`src/rtl/lds_pkg.sv`:
```
// shared constants, types and helpers for the linear diophantine solver
// no dependencies; used by rtl/linear_diophantine_solver.sv

package lds_pkg;

    // coefficient width and the widths that follow from it
    localparam int COEF_W   = 16;
    localparam int REM_W    = COEF_W + 1;          // remainders, quotients, gcd
    localparam int BZ_W     = COEF_W + 2;          // bezout coefficients
    localparam int PROD_W   = 2 * BZ_W;
    localparam int WORD_W   = 32;                  // sol_x, sol_y
    localparam int GCD_W    = 17;                  // divisor field
    localparam int EXT_W    = (PROD_W > WORD_W) ? PROD_W : WORD_W;
    localparam int CNT_W    = $clog2(REM_W + 1);

    // stream packing
    localparam int IN_W       = 3 * COEF_W;
    localparam int S_TDATA_W  = ((IN_W + 7) / 8) * 8;
    localparam int OUT_W      = 2 * WORD_W + GCD_W;
    localparam int M_TDATA_W  = ((OUT_W + 7) / 8) * 8;

    // solution walk k = SIDE_COUNT .. -SIDE_COUNT
    localparam int SIDE_COUNT = 5;
    localparam int LAST_IDX   = 2 * SIDE_COUNT;
    localparam int IDX_W      = $clog2(LAST_IDX + 1);

    typedef enum logic [3:0] {
        ST_IDLE,
        ST_EUC,
        ST_DIV,
        ST_UPD_S,
        ST_UPD_T,
        ST_MUL_X,
        ST_MUL_Y,
        ST_MUL_DX,
        ST_MUL_DY,
        ST_OUT,
        ST_NOSOL
    } state_t;

    typedef enum logic [1:0] {
        OP_EUC,
        OP_C,
        OP_A,
        OP_B
    } div_op_t;

    function automatic logic [WORD_W-1:0] to_word(input logic signed [REM_W-1:0] v);
        logic signed [EXT_W-1:0] w;
        w = EXT_W'(v);
        return w[WORD_W-1:0];
    endfunction

    function automatic logic [GCD_W-1:0] to_gcd(input logic signed [REM_W-1:0] v);
        logic signed [EXT_W-1:0] w;
        w = EXT_W'(v);
        return w[GCD_W-1:0];
    endfunction

endpackage

```
`src/rtl/linear_diophantine_solver.sv`:
```
// linear diophantine solver a*x + b*y = c, top level
// depends on rtl/lds_pkg.sv
//
// sequence: each euclid step is a load state, the bit-serial divider, a result state and the
// multiplier states ST_UPD_S and ST_UPD_T; the finish is a load state, three divisions
// (c/g, a/g, b/g), the multiplier states ST_MUL_X to ST_MUL_DY and the walk of the solutions
// throughput: one word at a time, s_tready high only in idle
// reset: synchronous active-low aresetn clears the sequencer and the output valid

module linear_diophantine_solver (
    input  logic                           aclk,
    input  logic                           aresetn,
    // slave side: coef_a, coef_b, rhs_c from bit 0 up
    input  logic                           s_tvalid,
    output logic                           s_tready,
    input  logic [lds_pkg::S_TDATA_W-1:0]  s_tdata,
    // master side: sol_x, sol_y, divisor from bit 0 up, zero padded
    output logic                           m_tvalid,
    input  logic                           m_tready,
    output logic [lds_pkg::M_TDATA_W-1:0]  m_tdata,
    // solvable flag
    output logic [0:0]                     m_tuser,
    output logic                           m_tlast
);

    localparam int REM_W  = lds_pkg::REM_W;
    localparam int BZ_W   = lds_pkg::BZ_W;
    localparam int COEF_W = lds_pkg::COEF_W;

    // sequencer
    lds_pkg::state_t  state_reg, state_next;
    lds_pkg::div_op_t div_op_reg, div_op_next;

    // input word
    logic signed [REM_W-1:0] a_reg, a_next;
    logic signed [REM_W-1:0] b_reg, b_next;
    logic signed [REM_W-1:0] c_reg, c_next;
    logic                    one_zero_reg, one_zero_next;

    // euclid state: old remainder ends up as g
    logic signed [REM_W-1:0] or_reg, or_next;
    logic signed [REM_W-1:0] r_reg, r_next;
    logic signed [REM_W-1:0] q_reg, q_next;
    logic signed [BZ_W-1:0]  os_reg, os_next;
    logic signed [BZ_W-1:0]  s_reg, s_next;
    logic signed [BZ_W-1:0]  ot_reg, ot_next;
    logic signed [BZ_W-1:0]  t_reg, t_next;

    // finish values
    logic signed [REM_W-1:0] cq_reg, cq_next;
    logic signed [REM_W-1:0] da_reg, da_next;
    logic signed [REM_W-1:0] db_reg, db_next;
    logic [lds_pkg::WORD_W-1:0] cur_x_reg, cur_x_next;
    logic [lds_pkg::WORD_W-1:0] cur_y_reg, cur_y_next;
    logic [lds_pkg::IDX_W-1:0]  idx_reg, idx_next;

    // shared restoring divider, magnitudes only
    logic [REM_W-1:0]          dv_rem_reg, dv_rem_next;
    logic [REM_W-1:0]          dv_quo_reg, dv_quo_next;
    logic [REM_W-1:0]          dv_den_reg, dv_den_next;
    logic                      dv_qneg_reg, dv_qneg_next;
    logic                      dv_rneg_reg, dv_rneg_next;
    logic [lds_pkg::CNT_W-1:0] dv_cnt_reg, dv_cnt_next;

    // output register
    logic                             m_tvalid_reg, m_tvalid_next;
    logic                             solv_reg, solv_next;
    logic [lds_pkg::WORD_W-1:0]       ox_reg, ox_next;
    logic [lds_pkg::WORD_W-1:0]       oy_reg, oy_next;
    logic [lds_pkg::GCD_W-1:0]        og_reg, og_next;
    logic                             olast_reg, olast_next;

    // input fields
    logic signed [COEF_W-1:0] in_a, in_b, in_c;
    assign in_a = s_tdata[COEF_W-1:0];
    assign in_b = s_tdata[2*COEF_W-1:COEF_W];
    assign in_c = s_tdata[3*COEF_W-1:2*COEF_W];

    logic in_fire;
    assign in_fire = s_tvalid && s_tready;

    // divider step and signed results
    logic [REM_W-1:0]        dv_shift;
    logic                    dv_ge;
    logic                    dv_busy;
    logic signed [REM_W-1:0] dv_quo_s, dv_rem_s;
    assign dv_shift = {dv_rem_reg[REM_W-2:0], dv_quo_reg[REM_W-1]};
    assign dv_ge    = dv_shift >= dv_den_reg;
    assign dv_busy  = dv_cnt_reg != '0;
    assign dv_quo_s = dv_qneg_reg ? -$signed(dv_quo_reg) : $signed(dv_quo_reg);
    assign dv_rem_s = dv_rneg_reg ? -$signed(dv_rem_reg) : $signed(dv_rem_reg);

    // output slot and solution walk
    logic out_free;
    logic out_skip;
    logic out_last;
    assign out_free = !m_tvalid_reg || m_tready;
    assign out_skip = (idx_reg == lds_pkg::IDX_W'(lds_pkg::SIDE_COUNT)) && !one_zero_reg;
    assign out_last = idx_reg == lds_pkg::IDX_W'(lds_pkg::LAST_IDX);

    // shared multiplier
    logic signed [BZ_W-1:0]            mul_l, mul_r;
    logic signed [lds_pkg::PROD_W-1:0] prod;
    logic signed [lds_pkg::EXT_W-1:0]  prod_ext;
    logic [lds_pkg::WORD_W-1:0]        prod_word;
    assign prod      = mul_l * mul_r;
    assign prod_ext  = lds_pkg::EXT_W'(prod);
    assign prod_word = prod_ext[lds_pkg::WORD_W-1:0];

    always_comb begin
        unique case (state_reg)
            lds_pkg::ST_UPD_S: begin
                mul_l = BZ_W'(q_reg);
                mul_r = s_reg;
            end
            lds_pkg::ST_UPD_T: begin
                mul_l = BZ_W'(q_reg);
                mul_r = t_reg;
            end
            lds_pkg::ST_MUL_X: begin
                mul_l = BZ_W'(cq_reg);
                mul_r = os_reg;
            end
            lds_pkg::ST_MUL_Y: begin
                mul_l = BZ_W'(cq_reg);
                mul_r = ot_reg;
            end
            lds_pkg::ST_MUL_DX: begin
                mul_l = BZ_W'(lds_pkg::SIDE_COUNT);
                mul_r = BZ_W'(db_reg);
            end
            lds_pkg::ST_MUL_DY: begin
                mul_l = BZ_W'(lds_pkg::SIDE_COUNT);
                mul_r = BZ_W'(da_reg);
            end
            default: begin
                mul_l = '0;
                mul_r = '0;
            end
        endcase
    end

    // next state
    always_comb begin
        state_next = state_reg;
        unique case (state_reg)
            lds_pkg::ST_IDLE: begin
                if (in_fire) begin
                    if (in_a == '0 && in_b == '0) state_next = lds_pkg::ST_NOSOL;
                    else                          state_next = lds_pkg::ST_EUC;
                end
            end
            lds_pkg::ST_EUC:   state_next = lds_pkg::ST_DIV;
            lds_pkg::ST_DIV: begin
                if (!dv_busy) begin
                    unique case (div_op_reg)
                        lds_pkg::OP_EUC: state_next = lds_pkg::ST_UPD_S;
                        lds_pkg::OP_C: begin
                            if (dv_rem_reg != '0) state_next = lds_pkg::ST_NOSOL;
                        end
                        lds_pkg::OP_A: state_next = lds_pkg::ST_DIV;
                        lds_pkg::OP_B: state_next = lds_pkg::ST_MUL_X;
                        default:       state_next = lds_pkg::ST_IDLE;
                    endcase
                end
            end
            lds_pkg::ST_UPD_S:  state_next = lds_pkg::ST_UPD_T;
            lds_pkg::ST_UPD_T:  state_next = lds_pkg::ST_EUC;
            lds_pkg::ST_MUL_X:  state_next = lds_pkg::ST_MUL_Y;
            lds_pkg::ST_MUL_Y:  state_next = lds_pkg::ST_MUL_DX;
            lds_pkg::ST_MUL_DX: state_next = lds_pkg::ST_MUL_DY;
            lds_pkg::ST_MUL_DY: state_next = lds_pkg::ST_OUT;
            lds_pkg::ST_OUT: begin
                if (!out_skip && out_free && out_last) state_next = lds_pkg::ST_IDLE;
            end
            lds_pkg::ST_NOSOL: begin
                if (out_free) state_next = lds_pkg::ST_IDLE;
            end
            default: state_next = lds_pkg::ST_IDLE;
        endcase
    end

    // datapath and output register
    logic                    dv_start;
    logic signed [REM_W-1:0] dv_num, dv_den;
    logic                    out_load;

    always_comb begin
        div_op_next   = div_op_reg;
        a_next        = a_reg;
        b_next        = b_reg;
        c_next        = c_reg;
        one_zero_next = one_zero_reg;
        or_next       = or_reg;
        r_next        = r_reg;
        q_next        = q_reg;
        os_next       = os_reg;
        s_next        = s_reg;
        ot_next       = ot_reg;
        t_next        = t_reg;
        cq_next       = cq_reg;
        da_next       = da_reg;
        db_next       = db_reg;
        cur_x_next    = cur_x_reg;
        cur_y_next    = cur_y_reg;
        idx_next      = idx_reg;
        dv_rem_next   = dv_rem_reg;
        dv_quo_next   = dv_quo_reg;
        dv_den_next   = dv_den_reg;
        dv_qneg_next  = dv_qneg_reg;
        dv_rneg_next  = dv_rneg_reg;
        dv_cnt_next   = dv_cnt_reg;
        solv_next     = solv_reg;
        ox_next       = ox_reg;
        oy_next       = oy_reg;
        og_next       = og_reg;
        olast_next    = olast_reg;
        dv_start      = 1'b0;
        dv_num        = or_reg;
        dv_den        = r_reg;
        out_load      = 1'b0;

        unique case (state_reg)
            lds_pkg::ST_IDLE: begin
                if (in_fire) begin
                    a_next        = REM_W'(in_a);
                    b_next        = REM_W'(in_b);
                    c_next        = REM_W'(in_c);
                    one_zero_next = (in_a == '0) != (in_b == '0);
                    // both zero: or stays a, which is zero, as the reported divisor
                    or_next       = REM_W'(in_a);
                    r_next        = REM_W'(in_b);
                    os_next       = BZ_W'(1);
                    s_next        = '0;
                    ot_next       = '0;
                    t_next        = BZ_W'(1);
                end
            end
            lds_pkg::ST_EUC: begin
                dv_start = 1'b1;
                if (r_reg == '0) begin
                    // gcd found, test whether it divides c
                    dv_num      = c_reg;
                    dv_den      = or_reg;
                    div_op_next = lds_pkg::OP_C;
                end else begin
                    dv_num      = or_reg;
                    dv_den      = r_reg;
                    div_op_next = lds_pkg::OP_EUC;
                end
            end
            lds_pkg::ST_DIV: begin
                if (dv_busy) begin
                    dv_rem_next = dv_ge ? dv_shift - dv_den_reg : dv_shift;
                    dv_quo_next = {dv_quo_reg[REM_W-2:0], dv_ge};
                    dv_cnt_next = dv_cnt_reg - 1'b1;
                end else begin
                    unique case (div_op_reg)
                        lds_pkg::OP_EUC: begin
                            or_next = r_reg;
                            r_next  = dv_rem_s;
                            q_next  = dv_quo_s;
                        end
                        lds_pkg::OP_C: begin
                            cq_next = dv_quo_s;
                            if (dv_rem_reg == '0) begin
                                dv_start    = 1'b1;
                                dv_num      = a_reg;
                                dv_den      = or_reg;
                                div_op_next = lds_pkg::OP_A;
                            end
                        end
                        lds_pkg::OP_A: begin
                            da_next     = dv_quo_s;
                            dv_start    = 1'b1;
                            dv_num      = b_reg;
                            dv_den      = or_reg;
                            div_op_next = lds_pkg::OP_B;
                        end
                        lds_pkg::OP_B: begin
                            db_next = dv_quo_s;
                        end
                        default: ;
                    endcase
                end
            end
            lds_pkg::ST_UPD_S: begin
                s_next  = os_reg - prod[BZ_W-1:0];
                os_next = s_reg;
            end
            lds_pkg::ST_UPD_T: begin
                t_next  = ot_reg - prod[BZ_W-1:0];
                ot_next = t_reg;
            end
            lds_pkg::ST_MUL_X:  cur_x_next = prod_word;
            lds_pkg::ST_MUL_Y:  cur_y_next = prod_word;
            lds_pkg::ST_MUL_DX: cur_x_next = cur_x_reg + prod_word;
            lds_pkg::ST_MUL_DY: begin
                cur_y_next = cur_y_reg - prod_word;
                idx_next   = '0;
            end
            lds_pkg::ST_OUT: begin
                if (out_skip || out_free) begin
                    // walk k down by one: x moves by -b/g, y by +a/g
                    cur_x_next = cur_x_reg - lds_pkg::to_word(db_reg);
                    cur_y_next = cur_y_reg + lds_pkg::to_word(da_reg);
                    idx_next   = idx_reg + 1'b1;
                    if (!out_skip) begin
                        out_load   = 1'b1;
                        solv_next  = 1'b1;
                        ox_next    = cur_x_reg;
                        oy_next    = cur_y_reg;
                        og_next    = lds_pkg::to_gcd(or_reg);
                        olast_next = out_last;
                    end
                end
            end
            lds_pkg::ST_NOSOL: begin
                if (out_free) begin
                    out_load   = 1'b1;
                    solv_next  = 1'b0;
                    ox_next    = '0;
                    oy_next    = '0;
                    og_next    = lds_pkg::to_gcd(or_reg);
                    olast_next = 1'b1;
                end
            end
            default: ;
        endcase

        // divider load, magnitudes and result signs as in c
        if (dv_start) begin
            dv_rneg_next = dv_num[REM_W-1];
            dv_qneg_next = dv_num[REM_W-1] ^ dv_den[REM_W-1];
            dv_quo_next  = dv_num[REM_W-1] ? REM_W'(-dv_num) : REM_W'(dv_num);
            dv_den_next  = dv_den[REM_W-1] ? REM_W'(-dv_den) : REM_W'(dv_den);
            dv_rem_next  = '0;
            dv_cnt_next  = lds_pkg::CNT_W'(REM_W);
        end

        if (out_load)      m_tvalid_next = 1'b1;
        else if (m_tready) m_tvalid_next = 1'b0;
        else               m_tvalid_next = m_tvalid_reg;
    end

    // control registers
    always_ff @(posedge aclk) begin
        if (!aresetn) begin
            state_reg    <= lds_pkg::ST_IDLE;
            dv_cnt_reg   <= '0;
            m_tvalid_reg <= 1'b0;
        end else begin
            state_reg    <= state_next;
            dv_cnt_reg   <= dv_cnt_next;
            m_tvalid_reg <= m_tvalid_next;
        end
    end

    // payload registers, no reset
    always_ff @(posedge aclk) begin
        div_op_reg   <= div_op_next;
        a_reg        <= a_next;
        b_reg        <= b_next;
        c_reg        <= c_next;
        one_zero_reg <= one_zero_next;
        or_reg       <= or_next;
        r_reg        <= r_next;
        q_reg        <= q_next;
        os_reg       <= os_next;
        s_reg        <= s_next;
        ot_reg       <= ot_next;
        t_reg        <= t_next;
        cq_reg       <= cq_next;
        da_reg       <= da_next;
        db_reg       <= db_next;
        cur_x_reg    <= cur_x_next;
        cur_y_reg    <= cur_y_next;
        idx_reg      <= idx_next;
        dv_rem_reg   <= dv_rem_next;
        dv_quo_reg   <= dv_quo_next;
        dv_den_reg   <= dv_den_next;
        dv_qneg_reg  <= dv_qneg_next;
        dv_rneg_reg  <= dv_rneg_next;
        solv_reg     <= solv_next;
        ox_reg       <= ox_next;
        oy_reg       <= oy_next;
        og_reg       <= og_next;
        olast_reg    <= olast_next;
    end

    // ports
    assign s_tready   = state_reg == lds_pkg::ST_IDLE;
    assign m_tvalid   = m_tvalid_reg;
    assign m_tdata    = lds_pkg::M_TDATA_W'({og_reg, oy_reg, ox_reg});
    assign m_tuser[0] = solv_reg;
    assign m_tlast    = olast_reg;

endmodule

```
`config.mk`:
```
export PLATFORM = sky130hd
export DESIGN_NAME = linear_diophantine_solver
export DESIGN_NICKNAME = d
export VERILOG_FILES = /design/src/rtl/lds_pkg.sv /design/src/rtl/linear_diophantine_solver.sv
export SDC_FILE = /design/constraint.sdc
export NUM_CORES = 2
export LEC_CHECK = 0
export BUFFER_PORTS_ARGS = -buffer_cell sky130_fd_sc_hd__clkbuf_2
export CAP_MARGIN = 25
export CORE_AREA = 2 2 325 327
export DETAILED_ROUTE_END_ITERATION = 12
export DIE_AREA = 0 0 327 329
export PLACE_DENSITY = 0.58
export SLEW_MARGIN = 10
export SYNTH_ARGS = -nofsm -noshare
export SYNTH_HDL_FRONTEND = slang
export SYNTH_SLANG_ARGS = --single-unit
```
`constraint.sdc`:
```
create_clock -name aclk -period 10.4 [get_ports aclk]
set_input_delay 2.08 -clock aclk [delete_from_list [all_inputs] [get_ports aclk]]
set_output_delay 2.08 -clock aclk [all_outputs]
set_load 0.005 [all_outputs]
```
==> run summary <==
Run status: complete, no violations
Met1 Use GR: 27.2%
Starting Density: 34.6%
Via count: 27700
CP Class: register to register
Commonest cells post-synth: nand2_1, inv_1, edfxtp_1
Clock sinks: 439
Count leader, synth: nand2_1
Max Buffers Root-to-Sink: 3
WP buf/inv: 8
GRT overflow: 0
Die height: 329 µm
Top post-synthesis cells by area: edfxtp_1, fa_1, ha_1, nand2_1, inv_1
Final setup violation count: 0
PortBufs: 136
Clock Pin Slew Worst Setup and Hold Paths: 60 ps
Total chip power: 11.0 mW
Setup TNS: 0 ps
Avg Synthesized Cell Area: 9.79 µm²
CTS tree: built
Worst path top cell family by delay: adder cells
Number of antenna diodes: 0
Setup crit start: state_reg[3]
Worst Path Required: 10760 ps
Pre-CTS setup slack: 75.7 ps
Normalized max-slew margin: 33.2%
Hold slack final: 481 ps
Total GRT Usage: 20.5%
Skew-Pair Late Insertion Delay: 660 ps
Synthesis-stage register bit count: 439
Setup crit end: cur_y_reg[31]
Core Area: 104000 µm²
Worst-path fanout max: 30
Reg-to-reg critical path endpoint: cur_y_reg[31]
Top_reg_cell synth: edfxtp_1
Largest net degree at the start of global routing: 68
Cell mode on critical path: fa_1
Final Cell Area: 41200 µm²
Vias in the first global route: 28000
Max rail drop VDD: 0.238 mV
Crit path time final: 10010 ps
Top cell type by total area after synthesis: edfxtp_1
Sequential area share after synthesis: 35.7%
Post-Syn Instances: 3691
Crit start category: register
Root Driver: clkbuf_16
Mapped Area: 36100 µm²
Yosys top cell area share: 34.2%
Crit. End Element: register
Vias per cell: 5.21
Worst-margin pin slew: 998 ps
Register-to-Register Setup Slack: 390 ps
CP max stage delay: 630 ps
Slew Viols, Final: 0
Initial antenna violation count: 0
Pwr per Cell Area: 266 nW/µm²
Max Freq: 99.9 MHz
CP max-delay cell: or4b_2
Drt first pass iters: 5
CTS buffer count: 48
Layout cells sized above 1: 12.0%
P_leak: 17.2 nW
Post-route setup slack: 388 ps
CP Depth: 39
First-pass GRT wire length: 168000 µm
Antenna-violating nets left: 0
# DRC: 0
Final wirelength: 111000 µm
Crit path arrival time: 10370 ps
GR Util met3: 3.23%
Area Overhead vs Synth: 14.0%
R2r startpoint: state_reg[3]
Worst Hold Class: register to register
Placed Area: 39500 µm²
Yosys warns: 0
Drt initial violations: 2124
R2R depth: 39
Yosys cell types: 98
RSZ-0062 raised after global routing: true
Die Wd: 327 µm
Final Hold Fails: 0
MaxCap Viol Count: 0
Gr busiest metal: met2
Clock Skew: 72.5 ps
DIE AREA: 108000 µm²
Final HPWL DP: 88900 µm
H-tree Lvls: 2
Routability congestion estimate from global placement: 0.931
M2 GR Usage: 33.5%
Async SR Flop Fraction: 0%
Number of flops mapped to enable cells by yosys: 412
# rows: 119
WL/cell: 20.9 µm
# nets final: 4469
IO Count: 144
Tcrit/Tclk final: 96.3%
-- logic make-up after synthesis --
kind of cell | after synthesis | share of synthesized area (%)
compound gates | 737 | 13.2
xor+xnor | 214 | 5.24
fa+ha+maj | 515 | 23.9
buf+inv | 594 | 6.28
flops | 439 | 35.7
mux | 15 | 0.429
other cells | 1 | 0.0104
simple gates | 1176 | 15.2
-- through the flow --
stage / cells / utilization [%]
after detailed placement: 5241 / 37.8
final: 5329 / 39.5
after CTS: 5325 / 39.3
after global routing: 5329 / 39.5
after global placement: 5239 / 37.8
after floorplan: 3697 / -
-- worst min path at each step --
stage               cells after the start           from  slack (ps)       endpoint
floorplan                               0     or_reg[16]         450     og_reg[16]
global placement                        2  dv_cnt_reg[1]         500  dv_cnt_reg[1]
detailed placement                      2  dv_cnt_reg[1]         500  dv_cnt_reg[1]
CTS                                     1       s_reg[4]         480      os_reg[4]
global route                            1       s_reg[4]         510      os_reg[4]
finish                                  1       s_reg[4]         480      os_reg[4]
-- metal layers --
metal,up-vias,part of all wire [%]
li1,13000,-
met1,13700,43
met2,907,46
met3,191,6.3
met4,0,4.3
met5,-,0
-- power breakdown --
group / switching, mW / leakage (nW) / internal, mW
sequential: 0.319 / 4.07 / 2.54
combinational: 3.71 / 12.4 / 2.65
clock: 0.764 / 0.757 / 0.977
total: 4.79 / 17.2 / 6.17
-- cell usage in the layout (no fill, tap or decap), types with 22 or more instances in the layout --
cell       count
a21o_1        54
a21oi_1      188
a22o_1        29
a22oi_1       56
and2_1        59
buf_4        166
clkbuf_16     48
clkbuf_2     136
dfxtp_1       23
edfxtp_1     412
fa_1         295
ha_1         218
inv_1        434
nand2_1      453
nand2b_1      31
nand3_1       35
nor2_1       313
nor2b_1       94
nor3_1        42
o21a_1        23
o21ai_0      190
o21bai_1      22
or3_1         22
xnor2_1      124
xor2_1        85
-- layout make-up --
cell class / instances / area, µm²
Fill cell: 10200 / 63200
Sequential cell: 439 / 12900
Multi-Input combinational cell: 2664 / 21200
Tap cell: 1391 / 1740
Clock inverter: 29 / 333
Inverter: 438 / 1640
Clock buffer: 55 / 1230
Timing Repair Buffer: 313 / 2110
-- repair_timing --
action	in CTS	in global routing
endpoints found under the hold margin	0	0
gates resized for setup	0	41
hold buffers	0	0
setup buffers	0	4
endpoints found under the setup margin	0	18
No activity file was read; power rests on OpenSTA's default activity.
